--- config.mk ---
export PLATFORM = sky130hd
export DESIGN_NAME = kpaf_regs
export DESIGN_NICKNAME = d
export VERILOG_FILES = /design/src/rtl/kpaf_pkg.sv /design/src/rtl/kpaf_regs.sv
export SDC_FILE = /design/constraint.sdc
export NUM_CORES = 1
export LEC_CHECK = 0
export BUFFER_PORTS_ARGS = -buffer_cell sky130_fd_sc_hd__buf_2
export CORE_AREA = 10 10 144 146
export DETAILED_ROUTE_END_ITERATION = 7
export DIE_AREA = 0 0 154 156
export HOLD_SLACK_MARGIN = 0.02
export PLACE_DENSITY = 0.8
export SETUP_SLACK_MARGIN = 0.5
export SYNTH_ARGS = -nofsm -noshare
export SYNTH_HDL_FRONTEND = slang
export SYNTH_SLANG_ARGS = --single-unit
--- constraint.sdc ---
create_clock -name clk -period 1.45 [get_ports clk]
set_clock_uncertainty 0.2 [all_clocks]
set_input_delay 0.0725 -clock clk [delete_from_list [all_inputs] [get_ports clk]]
set_output_delay 0.0725 -clock clk [all_outputs]
set_load 0.01 [all_outputs]
--- src/rtl/kpaf_pkg.sv ---
// ----------------------------------------------------------------------------
// kpaf_pkg
// Types, constants, scratch memory map and micro-program of the fusion unit.
// ----------------------------------------------------------------------------
package kpaf_pkg;

    localparam int FRAC_BITS = 16;
    localparam int DATA_W    = 32;
    localparam int ACC_W     = 36;
    localparam int ADDR_W    = 6;
    localparam int MEM_DEPTH = 64;
    localparam int PC_W      = 8;
    localparam int NUM_CFG   = 8;
    localparam int CFG_IDX_W = 8;
    localparam int DVD_W     = DATA_W + FRAC_BITS;

    localparam logic [DATA_W-1:0] FX_ONE = DATA_W'(64'd1 << FRAC_BITS);
    localparam logic signed [63:0] FX_HALF = 64'sd1 <<< (FRAC_BITS - 1);

    typedef logic [ADDR_W-1:0] addr_t;
    typedef logic [2:0] cfg_idx_t;
    typedef logic [NUM_CFG-1:0][DATA_W-1:0] cfg_array_t;

    typedef struct packed {
        logic signed [31:0] meas_position;
        logic signed [31:0] meas_accel;
        logic [15:0]        time_step;
    } in_item_t;

    typedef struct packed {
        logic signed [31:0] est_position;
        logic signed [31:0] est_velocity;
        logic signed [31:0] est_accel;
        logic               singular_flag;
    } out_item_t;

    typedef struct packed {
        logic idle;
        logic done;
    } core_status_t;

    // Configuration register indexes.
    localparam cfg_idx_t CFG_Q_POS  = 3'd0;
    localparam cfg_idx_t CFG_Q_VEL  = 3'd1;
    localparam cfg_idx_t CFG_Q_ACC  = 3'd2;
    localparam cfg_idx_t CFG_R_POS  = 3'd3;
    localparam cfg_idx_t CFG_R_ACC  = 3'd4;
    localparam cfg_idx_t CFG_P0_POS = 3'd5;
    localparam cfg_idx_t CFG_P0_VEL = 3'd6;
    localparam cfg_idx_t CFG_P0_ACC = 3'd7;

    // Scratch memory map.
    localparam addr_t A_S0   = 6'd0;
    localparam addr_t A_S1   = 6'd1;
    localparam addr_t A_S2   = 6'd2;
    localparam addr_t A_P00  = 6'd3;
    localparam addr_t A_P01  = 6'd4;
    localparam addr_t A_P02  = 6'd5;
    localparam addr_t A_P11  = 6'd6;
    localparam addr_t A_P12  = 6'd7;
    localparam addr_t A_P22  = 6'd8;
    localparam addr_t A_DT   = 6'd9;
    localparam addr_t A_H    = 6'd10;
    localparam addr_t A_ZP   = 6'd11;
    localparam addr_t A_ZA   = 6'd12;
    localparam addr_t A_XP0  = 6'd13;
    localparam addr_t A_XP1  = 6'd14;
    localparam addr_t A_XP2  = 6'd15;
    localparam addr_t A_A00  = 6'd16;
    localparam addr_t A_A01  = 6'd17;
    localparam addr_t A_A02  = 6'd18;
    localparam addr_t A_A11  = 6'd19;
    localparam addr_t A_A12  = 6'd20;
    localparam addr_t A_PP00 = 6'd21;
    localparam addr_t A_PP01 = 6'd22;
    localparam addr_t A_PP02 = 6'd23;
    localparam addr_t A_PP11 = 6'd24;
    localparam addr_t A_PP12 = 6'd25;
    localparam addr_t A_PP22 = 6'd26;
    localparam addr_t A_S00  = 6'd27;
    localparam addr_t A_S11  = 6'd28;
    localparam addr_t A_DET  = 6'd29;
    localparam addr_t A_IN0  = 6'd30;
    localparam addr_t A_IN1  = 6'd31;
    localparam addr_t A_N0   = 6'd32;
    localparam addr_t A_N1   = 6'd33;
    localparam addr_t A_K00  = 6'd34;
    localparam addr_t A_K01  = 6'd35;
    localparam addr_t A_K02  = 6'd36;
    localparam addr_t A_K10  = 6'd37;
    localparam addr_t A_K11  = 6'd38;
    localparam addr_t A_K12  = 6'd39;

    typedef enum logic [3:0] {
        OP_ADD, OP_SUB, OP_MAC, OP_MSB, OP_ADDC, OP_ST, OP_DIV, OP_BZ, OP_END
    } op_t;

    typedef struct packed {
        op_t             op;
        logic            clr;
        addr_t           a;
        addr_t           b;
        logic [PC_W-1:0] d;
    } uop_t;

    typedef enum logic [2:0] {
        S_IDLE, S_INIT, S_FETCH, S_OPA, S_OPB, S_MUL, S_DIV, S_DONE
    } core_state_t;

    localparam logic [PC_W-1:0] PC_SING = 8'd123;

    function automatic uop_t u_mk(input op_t op, input logic clr, input addr_t a,
                                  input addr_t b, input logic [PC_W-1:0] d);
        uop_t u;
        u.op  = op;
        u.clr = clr;
        u.a   = a;
        u.b   = b;
        u.d   = d;
        return u;
    endfunction

    function automatic uop_t u_add(input logic clr, input addr_t a);
        return u_mk(OP_ADD, clr, a, a, '0);
    endfunction

    function automatic uop_t u_sub(input addr_t a);
        return u_mk(OP_SUB, 1'b0, a, a, '0);
    endfunction

    function automatic uop_t u_mac(input logic clr, input addr_t a, input addr_t b);
        return u_mk(OP_MAC, clr, a, b, '0);
    endfunction

    function automatic uop_t u_msb(input addr_t a, input addr_t b);
        return u_mk(OP_MSB, 1'b0, a, b, '0);
    endfunction

    function automatic uop_t u_addc(input logic clr, input cfg_idx_t idx);
        return u_mk(OP_ADDC, clr, {3'b000, idx}, '0, '0);
    endfunction

    function automatic uop_t u_st(input addr_t d);
        return u_mk(OP_ST, 1'b0, '0, '0, {2'b00, d});
    endfunction

    function automatic uop_t u_div(input addr_t a, input addr_t d);
        return u_mk(OP_DIV, 1'b0, a, A_DET, {2'b00, d});
    endfunction

    function automatic uop_t u_bz(input addr_t a, input logic [PC_W-1:0] target);
        return u_mk(OP_BZ, 1'b0, a, a, target);
    endfunction

    function automatic uop_t u_end();
        return u_mk(OP_END, 1'b0, '0, '0, '0);
    endfunction

    // Micro-program of one filter step. The singular branch starts at PC_SING.
    function automatic uop_t prog(input logic [PC_W-1:0] pc);
        uop_t u;
        case (pc)
            // Predicted state.
            8'd0:   u = u_add(1'b1, A_S0);
            8'd1:   u = u_mac(1'b0, A_DT, A_S1);
            8'd2:   u = u_mac(1'b0, A_H, A_S2);
            8'd3:   u = u_st(A_XP0);
            8'd4:   u = u_add(1'b1, A_S1);
            8'd5:   u = u_mac(1'b0, A_DT, A_S2);
            8'd6:   u = u_st(A_XP1);
            8'd7:   u = u_add(1'b1, A_S2);
            8'd8:   u = u_st(A_XP2);
            // Transition times covariance.
            8'd9:   u = u_add(1'b1, A_P00);
            8'd10:  u = u_mac(1'b0, A_DT, A_P01);
            8'd11:  u = u_mac(1'b0, A_H, A_P02);
            8'd12:  u = u_st(A_A00);
            8'd13:  u = u_add(1'b1, A_P01);
            8'd14:  u = u_mac(1'b0, A_DT, A_P11);
            8'd15:  u = u_mac(1'b0, A_H, A_P12);
            8'd16:  u = u_st(A_A01);
            8'd17:  u = u_add(1'b1, A_P02);
            8'd18:  u = u_mac(1'b0, A_DT, A_P12);
            8'd19:  u = u_mac(1'b0, A_H, A_P22);
            8'd20:  u = u_st(A_A02);
            8'd21:  u = u_add(1'b1, A_P11);
            8'd22:  u = u_mac(1'b0, A_DT, A_P12);
            8'd23:  u = u_st(A_A11);
            8'd24:  u = u_add(1'b1, A_P12);
            8'd25:  u = u_mac(1'b0, A_DT, A_P22);
            8'd26:  u = u_st(A_A12);
            // Predicted covariance, upper triangle.
            8'd27:  u = u_addc(1'b1, CFG_Q_POS);
            8'd28:  u = u_add(1'b0, A_A00);
            8'd29:  u = u_mac(1'b0, A_A01, A_DT);
            8'd30:  u = u_mac(1'b0, A_A02, A_H);
            8'd31:  u = u_st(A_PP00);
            8'd32:  u = u_add(1'b1, A_A01);
            8'd33:  u = u_mac(1'b0, A_A02, A_DT);
            8'd34:  u = u_st(A_PP01);
            8'd35:  u = u_add(1'b1, A_A02);
            8'd36:  u = u_st(A_PP02);
            8'd37:  u = u_addc(1'b1, CFG_Q_VEL);
            8'd38:  u = u_add(1'b0, A_A11);
            8'd39:  u = u_mac(1'b0, A_A12, A_DT);
            8'd40:  u = u_st(A_PP11);
            8'd41:  u = u_add(1'b1, A_A12);
            8'd42:  u = u_st(A_PP12);
            8'd43:  u = u_addc(1'b1, CFG_Q_ACC);
            8'd44:  u = u_add(1'b0, A_P22);
            8'd45:  u = u_st(A_PP22);
            // Innovation covariance and its determinant.
            8'd46:  u = u_add(1'b1, A_PP00);
            8'd47:  u = u_addc(1'b0, CFG_R_POS);
            8'd48:  u = u_st(A_S00);
            8'd49:  u = u_add(1'b1, A_PP22);
            8'd50:  u = u_addc(1'b0, CFG_R_ACC);
            8'd51:  u = u_st(A_S11);
            8'd52:  u = u_mac(1'b1, A_S00, A_S11);
            8'd53:  u = u_msb(A_PP02, A_PP02);
            8'd54:  u = u_st(A_DET);
            8'd55:  u = u_bz(A_DET, PC_SING);
            // Innovations.
            8'd56:  u = u_add(1'b1, A_ZP);
            8'd57:  u = u_sub(A_XP0);
            8'd58:  u = u_st(A_IN0);
            8'd59:  u = u_add(1'b1, A_ZA);
            8'd60:  u = u_sub(A_XP2);
            8'd61:  u = u_st(A_IN1);
            // Gain, one row at a time.
            8'd62:  u = u_mac(1'b1, A_PP00, A_S11);
            8'd63:  u = u_msb(A_PP02, A_PP02);
            8'd64:  u = u_st(A_N0);
            8'd65:  u = u_mac(1'b1, A_PP02, A_S00);
            8'd66:  u = u_msb(A_PP00, A_PP02);
            8'd67:  u = u_st(A_N1);
            8'd68:  u = u_div(A_N0, A_K00);
            8'd69:  u = u_div(A_N1, A_K10);
            8'd70:  u = u_mac(1'b1, A_PP01, A_S11);
            8'd71:  u = u_msb(A_PP12, A_PP02);
            8'd72:  u = u_st(A_N0);
            8'd73:  u = u_mac(1'b1, A_PP12, A_S00);
            8'd74:  u = u_msb(A_PP01, A_PP02);
            8'd75:  u = u_st(A_N1);
            8'd76:  u = u_div(A_N0, A_K01);
            8'd77:  u = u_div(A_N1, A_K11);
            8'd78:  u = u_mac(1'b1, A_PP02, A_S11);
            8'd79:  u = u_msb(A_PP22, A_PP02);
            8'd80:  u = u_st(A_N0);
            8'd81:  u = u_mac(1'b1, A_PP22, A_S00);
            8'd82:  u = u_msb(A_PP02, A_PP02);
            8'd83:  u = u_st(A_N1);
            8'd84:  u = u_div(A_N0, A_K02);
            8'd85:  u = u_div(A_N1, A_K12);
            // Corrected state.
            8'd86:  u = u_add(1'b1, A_XP0);
            8'd87:  u = u_mac(1'b0, A_K00, A_IN0);
            8'd88:  u = u_mac(1'b0, A_K10, A_IN1);
            8'd89:  u = u_st(A_S0);
            8'd90:  u = u_add(1'b1, A_XP1);
            8'd91:  u = u_mac(1'b0, A_K01, A_IN0);
            8'd92:  u = u_mac(1'b0, A_K11, A_IN1);
            8'd93:  u = u_st(A_S1);
            8'd94:  u = u_add(1'b1, A_XP2);
            8'd95:  u = u_mac(1'b0, A_K02, A_IN0);
            8'd96:  u = u_mac(1'b0, A_K12, A_IN1);
            8'd97:  u = u_st(A_S2);
            // Corrected covariance.
            8'd98:  u = u_add(1'b1, A_PP00);
            8'd99:  u = u_msb(A_K00, A_PP00);
            8'd100: u = u_msb(A_K10, A_PP02);
            8'd101: u = u_st(A_P00);
            8'd102: u = u_add(1'b1, A_PP01);
            8'd103: u = u_msb(A_K00, A_PP01);
            8'd104: u = u_msb(A_K10, A_PP12);
            8'd105: u = u_st(A_P01);
            8'd106: u = u_add(1'b1, A_PP02);
            8'd107: u = u_msb(A_K00, A_PP02);
            8'd108: u = u_msb(A_K10, A_PP22);
            8'd109: u = u_st(A_P02);
            8'd110: u = u_add(1'b1, A_PP11);
            8'd111: u = u_msb(A_K01, A_PP01);
            8'd112: u = u_msb(A_K11, A_PP12);
            8'd113: u = u_st(A_P11);
            8'd114: u = u_add(1'b1, A_PP12);
            8'd115: u = u_msb(A_K01, A_PP02);
            8'd116: u = u_msb(A_K11, A_PP22);
            8'd117: u = u_st(A_P12);
            8'd118: u = u_add(1'b1, A_PP22);
            8'd119: u = u_msb(A_K02, A_PP02);
            8'd120: u = u_msb(A_K12, A_PP22);
            8'd121: u = u_st(A_P22);
            8'd122: u = u_end();
            // Singular innovation: keep the prediction.
            8'd123: u = u_add(1'b1, A_XP0);
            8'd124: u = u_st(A_S0);
            8'd125: u = u_add(1'b1, A_XP1);
            8'd126: u = u_st(A_S1);
            8'd127: u = u_add(1'b1, A_XP2);
            8'd128: u = u_st(A_S2);
            8'd129: u = u_add(1'b1, A_PP00);
            8'd130: u = u_st(A_P00);
            8'd131: u = u_add(1'b1, A_PP01);
            8'd132: u = u_st(A_P01);
            8'd133: u = u_add(1'b1, A_PP02);
            8'd134: u = u_st(A_P02);
            8'd135: u = u_add(1'b1, A_PP11);
            8'd136: u = u_st(A_P11);
            8'd137: u = u_add(1'b1, A_PP12);
            8'd138: u = u_st(A_P12);
            8'd139: u = u_add(1'b1, A_PP22);
            8'd140: u = u_st(A_P22);
            default: u = u_end();
        endcase
        return u;
    endfunction

    // Saturate a wide accumulator to the signed 32 bit range.
    function automatic logic [DATA_W-1:0] sat_acc(input logic signed [ACC_W-1:0] v);
        logic signed [ACC_W-1:0] vmax;
        logic signed [ACC_W-1:0] vmin;
        vmax = ACC_W'(64'sh7FFF_FFFF);
        vmin = ACC_W'(-64'sh8000_0000);
        if (v > vmax) begin
            return 32'h7FFF_FFFF;
        end
        if (v < vmin) begin
            return 32'h8000_0000;
        end
        return v[DATA_W-1:0];
    endfunction

    // Round half up to FRAC_BITS fraction bits and saturate.
    function automatic logic [DATA_W-1:0] fx_round(input logic signed [63:0] p);
        logic signed [63:0] r;
        r = (p + FX_HALF) >>> FRAC_BITS;
        if (r > 64'sh7FFF_FFFF) begin
            return 32'h7FFF_FFFF;
        end
        if (r < -64'sh8000_0000) begin
            return 32'h8000_0000;
        end
        return r[DATA_W-1:0];
    endfunction

endpackage

--- src/rtl/kpaf_regs.sv ---
// ----------------------------------------------------------------------------
// kpaf_regs
// Configuration registers: noise variances and initial covariance diagonal.
// ----------------------------------------------------------------------------
module kpaf_regs
    import kpaf_pkg::*;
(
    input  logic                 clk,
    input  logic                 rst_n,
    input  logic                 wr_en,
    input  logic [CFG_IDX_W-1:0] wr_index,
    input  logic [DATA_W-1:0]    wr_data,
    output cfg_array_t           cfg
);

    cfg_array_t cfg_reg;
    cfg_array_t cfg_next;

    always_comb
    begin
        cfg_next = cfg_reg;
        // Indexes beyond the register list are dropped.
        if (wr_en && (wr_index < CFG_IDX_W'(NUM_CFG)))
        begin
            cfg_next[wr_index[2:0]] = wr_data;
        end
    end

    always_ff @(posedge clk or negedge rst_n)
    begin
        if (!rst_n)
        begin
            cfg_reg <= {NUM_CFG{FX_ONE}};
        end
        else
        begin
            cfg_reg <= cfg_next;
        end
    end

    assign cfg = cfg_reg;

endmodule

==> results_dict.tcl <==
set metrics [dict create \
    p_clk_share_pct 41.9 \
    globalRouteOverflowTotal 0 \
    synth_area_leader_cell "dfrtp_1" \
    vias 7544 \
    drtIter0Drc 495 \
    fmax_ghz 0.6167 \
    synth_top_area_share_pct 64.28 \
    sw_frac_of_total_pct 24.18 \
    nets 1132 \
    clk_pin_slew_ns 0.06 \
    crit_top_cell "buf_6" \
    ys_types 22 \
    combPwrFrac_pct 12.3 \
    utilization_pct 89.44 \
    hold_buffers 33 \
    drt_first_pass_iters 5 \
    critPathKind "input pin to register" \
    synthMuxAreaShare_pct 31.03 \
    powerDensity_mw_per_mm2 1064 \
    hpwl_um 20060 \
    largest_register_ffs 256 \
    antenna_found_initial 1 \
    syn_area_sq_mm 0.009654 \
    fin_crit_ns 1.621 \
    failed_checks "hold timing, setup timing" \
    p_leak_nw 8.761 \
    placed_cell_area_sq_mm 0.01174 \
    wirelength_um 39660 \
    syn_nets 596 \
    reg2reg_slack_ns 0.16 \
    synth-simple-area-share_pct 1.102 \
    drc 0 \
    boundaryPins 299 \
    die_h_um 156 \
    tightest_slew_ns 0.4439 \
    synthCells 553 \
    final.setup.worst_slack_ns -0.1715 \
    grt_max_degree 48 \
    dieArea_sq_mm 0.02402 \
    initial_utilization_pct 54.11 \
    arrival_ns 1.81 \
    synth-seq-cells 256 \
    avgSynthCellArea_sq_um 17.46 \
    cts_num_sinks 256 \
    port_buffers 298 \
    cts_inserted_buffers 25 \
    synth_fa_ha_area_share_pct 0 \
    synth_top_family_by_area "multiplexers" \
    rows 49 \
    worstSetupEndpointType "register" \
    finalMaxSlewViolations 0 \
    area_delta_synth_final_pct 65.28 \
    worstSkewPairLatency_ns 0.51 \
    cp_top_family "simple AND/OR/NAND/NOR gates" \
    crit_path_start_kind "input pin" \
    placeableCoreArea_sq_mm 0.01784 \
    seqPwrFrac_pct 45.8 \
    synth-compound-area-share_pct 0 \
    cp_slowest_cell "or4_4" \
    r2r_start "cfg[73]" \
    ys_warn_count 0 \
    drive_gt1_share_pct 73.80 \
    max_stage_delay_ns 0.59 \
    ant_nets 0 \
    grt_pass1_wl_um 50640 \
    ir_drop_v 0.001133 \
    die_w_um 154 \
    htreeDepth 1 \
    root_buffer "clkbuf_16" \
    outcome "finished, violations left" \
    period_share_pct 111.8 \
    p_switching_mw 4.104 \
    design_area_sq_mm 0.01596 \
    hold_viol 256 \
    ys_seq_area_share_pct 66.46 \
    cts_tree "done" \
    hold_slack_ns -0.7293 \
    timing.rr.end "cfg[73]" \
    rr_worst_depth 3 \
    internal-power_mw 12.87 \
    setup_viol 119 \
    slew_headroom_pct 70.41 \
    place.gp.congestion 0.8123 \
    viasPerCell 5.642 \
    avgRoutedWirePerCell_um 29.67 \
    grt_pass1_vias 8015 \
    hold_class "input pin to async pin" \
    cts.path.max_buffers 3 \
    yosys-top-cells-area "dfrtp_1 (64%), mux2_2 (26%), mux2_4 (4.7%)" \
    fill_cells 639 \
    cp.buffers_inverters 3 \
    maxCapViolCount 0 \
    synth_xor_area_share_pct 0 \
    crit_chain "buf_6 > or4_4 > nor4b_4 > buf_6 > buf_12 > mux2_2" \
    grt_usage_pct 27.09 \
    cp_max_fo 16 \
    rsz0062_at_grt "true" \
    cp.required_ns 1.64 \
]
==> metal layers <==
layer / share of wire, % / global-route usage [%] / vias up
li1: - / - / 3047
met1: 36 / 31.39 / 3927
met2: 51 / 46.13 / 442
met3: 8.5 / 8.547 / 128
met4: 4.4 / 10.30 / 0
met5: 0 / 0 / -
==> power groups by stage <==
stage	registers (mW)	logic [mW]	clock network, mW
2_1_floorplan	7.95	0.345	0
3_3_place_gp	7.78	1.31	0
3_5_place_dp	7.80	1.36	0
4_1_cts	7.70	1.81	6.98
5_1_grt	7.79	2.20	7.44
6_report	7.77	2.09	7.11
==> layout by cell type, fill, tap and decap left out, types with 2 or more instances in the layout <==
| cell | n |
|---|---|
| dlygate4sd3_1 | 32 |
| dfstp_2 | 8 |
| buf_8 | 7 |
| buf_16 | 8 |
| clkbuf_16 | 31 |
| clkinvlp_4 | 2 |
| or4_4 | 2 |
| bufinv_16 | 5 |
| nor4_4 | 2 |
| clkbuf_8 | 3 |
| buf_4 | 151 |
| mux2_2 | 158 |
| buf_12 | 20 |
| buf_6 | 168 |
| clkbuf_1 | 3 |
| dfrtp_1 | 248 |
| clkinv_2 | 6 |
| mux2_4 | 98 |
| nand4_1 | 2 |
| buf_2 | 143 |
==> cells by family (layout without fill, tap and decap cells) <==
kind of cell,after synthesis,count (layout)
other,0,1
buffers and inverters,27,581
and+or+nand+nor,14,14
DFF,256,256
muxes,256,256
==> synthesized netlist by cell type <==
library cell,instances
dfrtp_1,248
inv_1,1
nor4_1,1
nor3b_1,1
nand4b_1,1
clkbuf_1,13
mux2_1,1
nor4_2,1
or4_4,1
mux2_2,225
nand2_1,1
nor3_1,1
or4_1,1
buf_2,10
nand4_1,2
nor2_1,1
nor4b_2,1
mux2_4,30
nand3b_1,1
dfstp_2,8
nand3_1,1
buf_6,3
==> repair_timing <==
| item | CTS | global route |
|---|---|---|
| gates resized for setup | 218 | 93 |
| buffers inserted | 86 | 67 |
| endpoints found under the setup margin | 512 | 520 |
| endpoints found under the hold margin | 512 | 261 |
| pin swaps | 4 | 3 |
| cloned | 9 | 8 |
==> area by class of cell <==
cell class / instances / area [sq um] / area share (%)
multi-input cells: 270 / 3428 / 21.49
clock buffers: 31 / 678.2 / 4.250
well taps: 229 / 286.5 / 1.796
inverters: 1 / 3.754 / 0.02352
clock inverters: 14 / 203.9 / 1.278
diodes: 1 / 2.502 / 0.01568
flip-flops and latches: 256 / 6416 / 40.21
repair buffers: 535 / 4937 / 30.94
==> worst max path at each step <==
stage | start | to | slack (ns) | cells after the start
5_1_grt | wr_index[4] | cfg[160] | -0.21 | 6
6_report | wr_index[7] | cfg[160] | -0.17 | 6
2_1_floorplan | wr_index[6] | cfg[33] | -0.55 | 5
4_1_cts | wr_index[4] | cfg[61] | -0.11 | 5
3_3_place_gp | wr_index[6] | cfg[244] | -0.73 | 5
3_5_place_dp | wr_index[6] | cfg[239] | -0.77 | 5
==> stage by stage <==
stage	total power [mW]	TNS [ns]	cells	setup WS [ns]
final	16.98	-10.14	1337	-0.1715
after global routing	17.43	-11.73	1337	-0.2052
after CTS	16.50	-6.778	1262	-0.1058
after detailed placement	9.164	-123.34	1089	-0.7738
after global placement	9.091	-112.28	1089	-0.7328
after floorplan	8.293	-65.66	553	-0.5542
(Power assumes the default switching activity.)
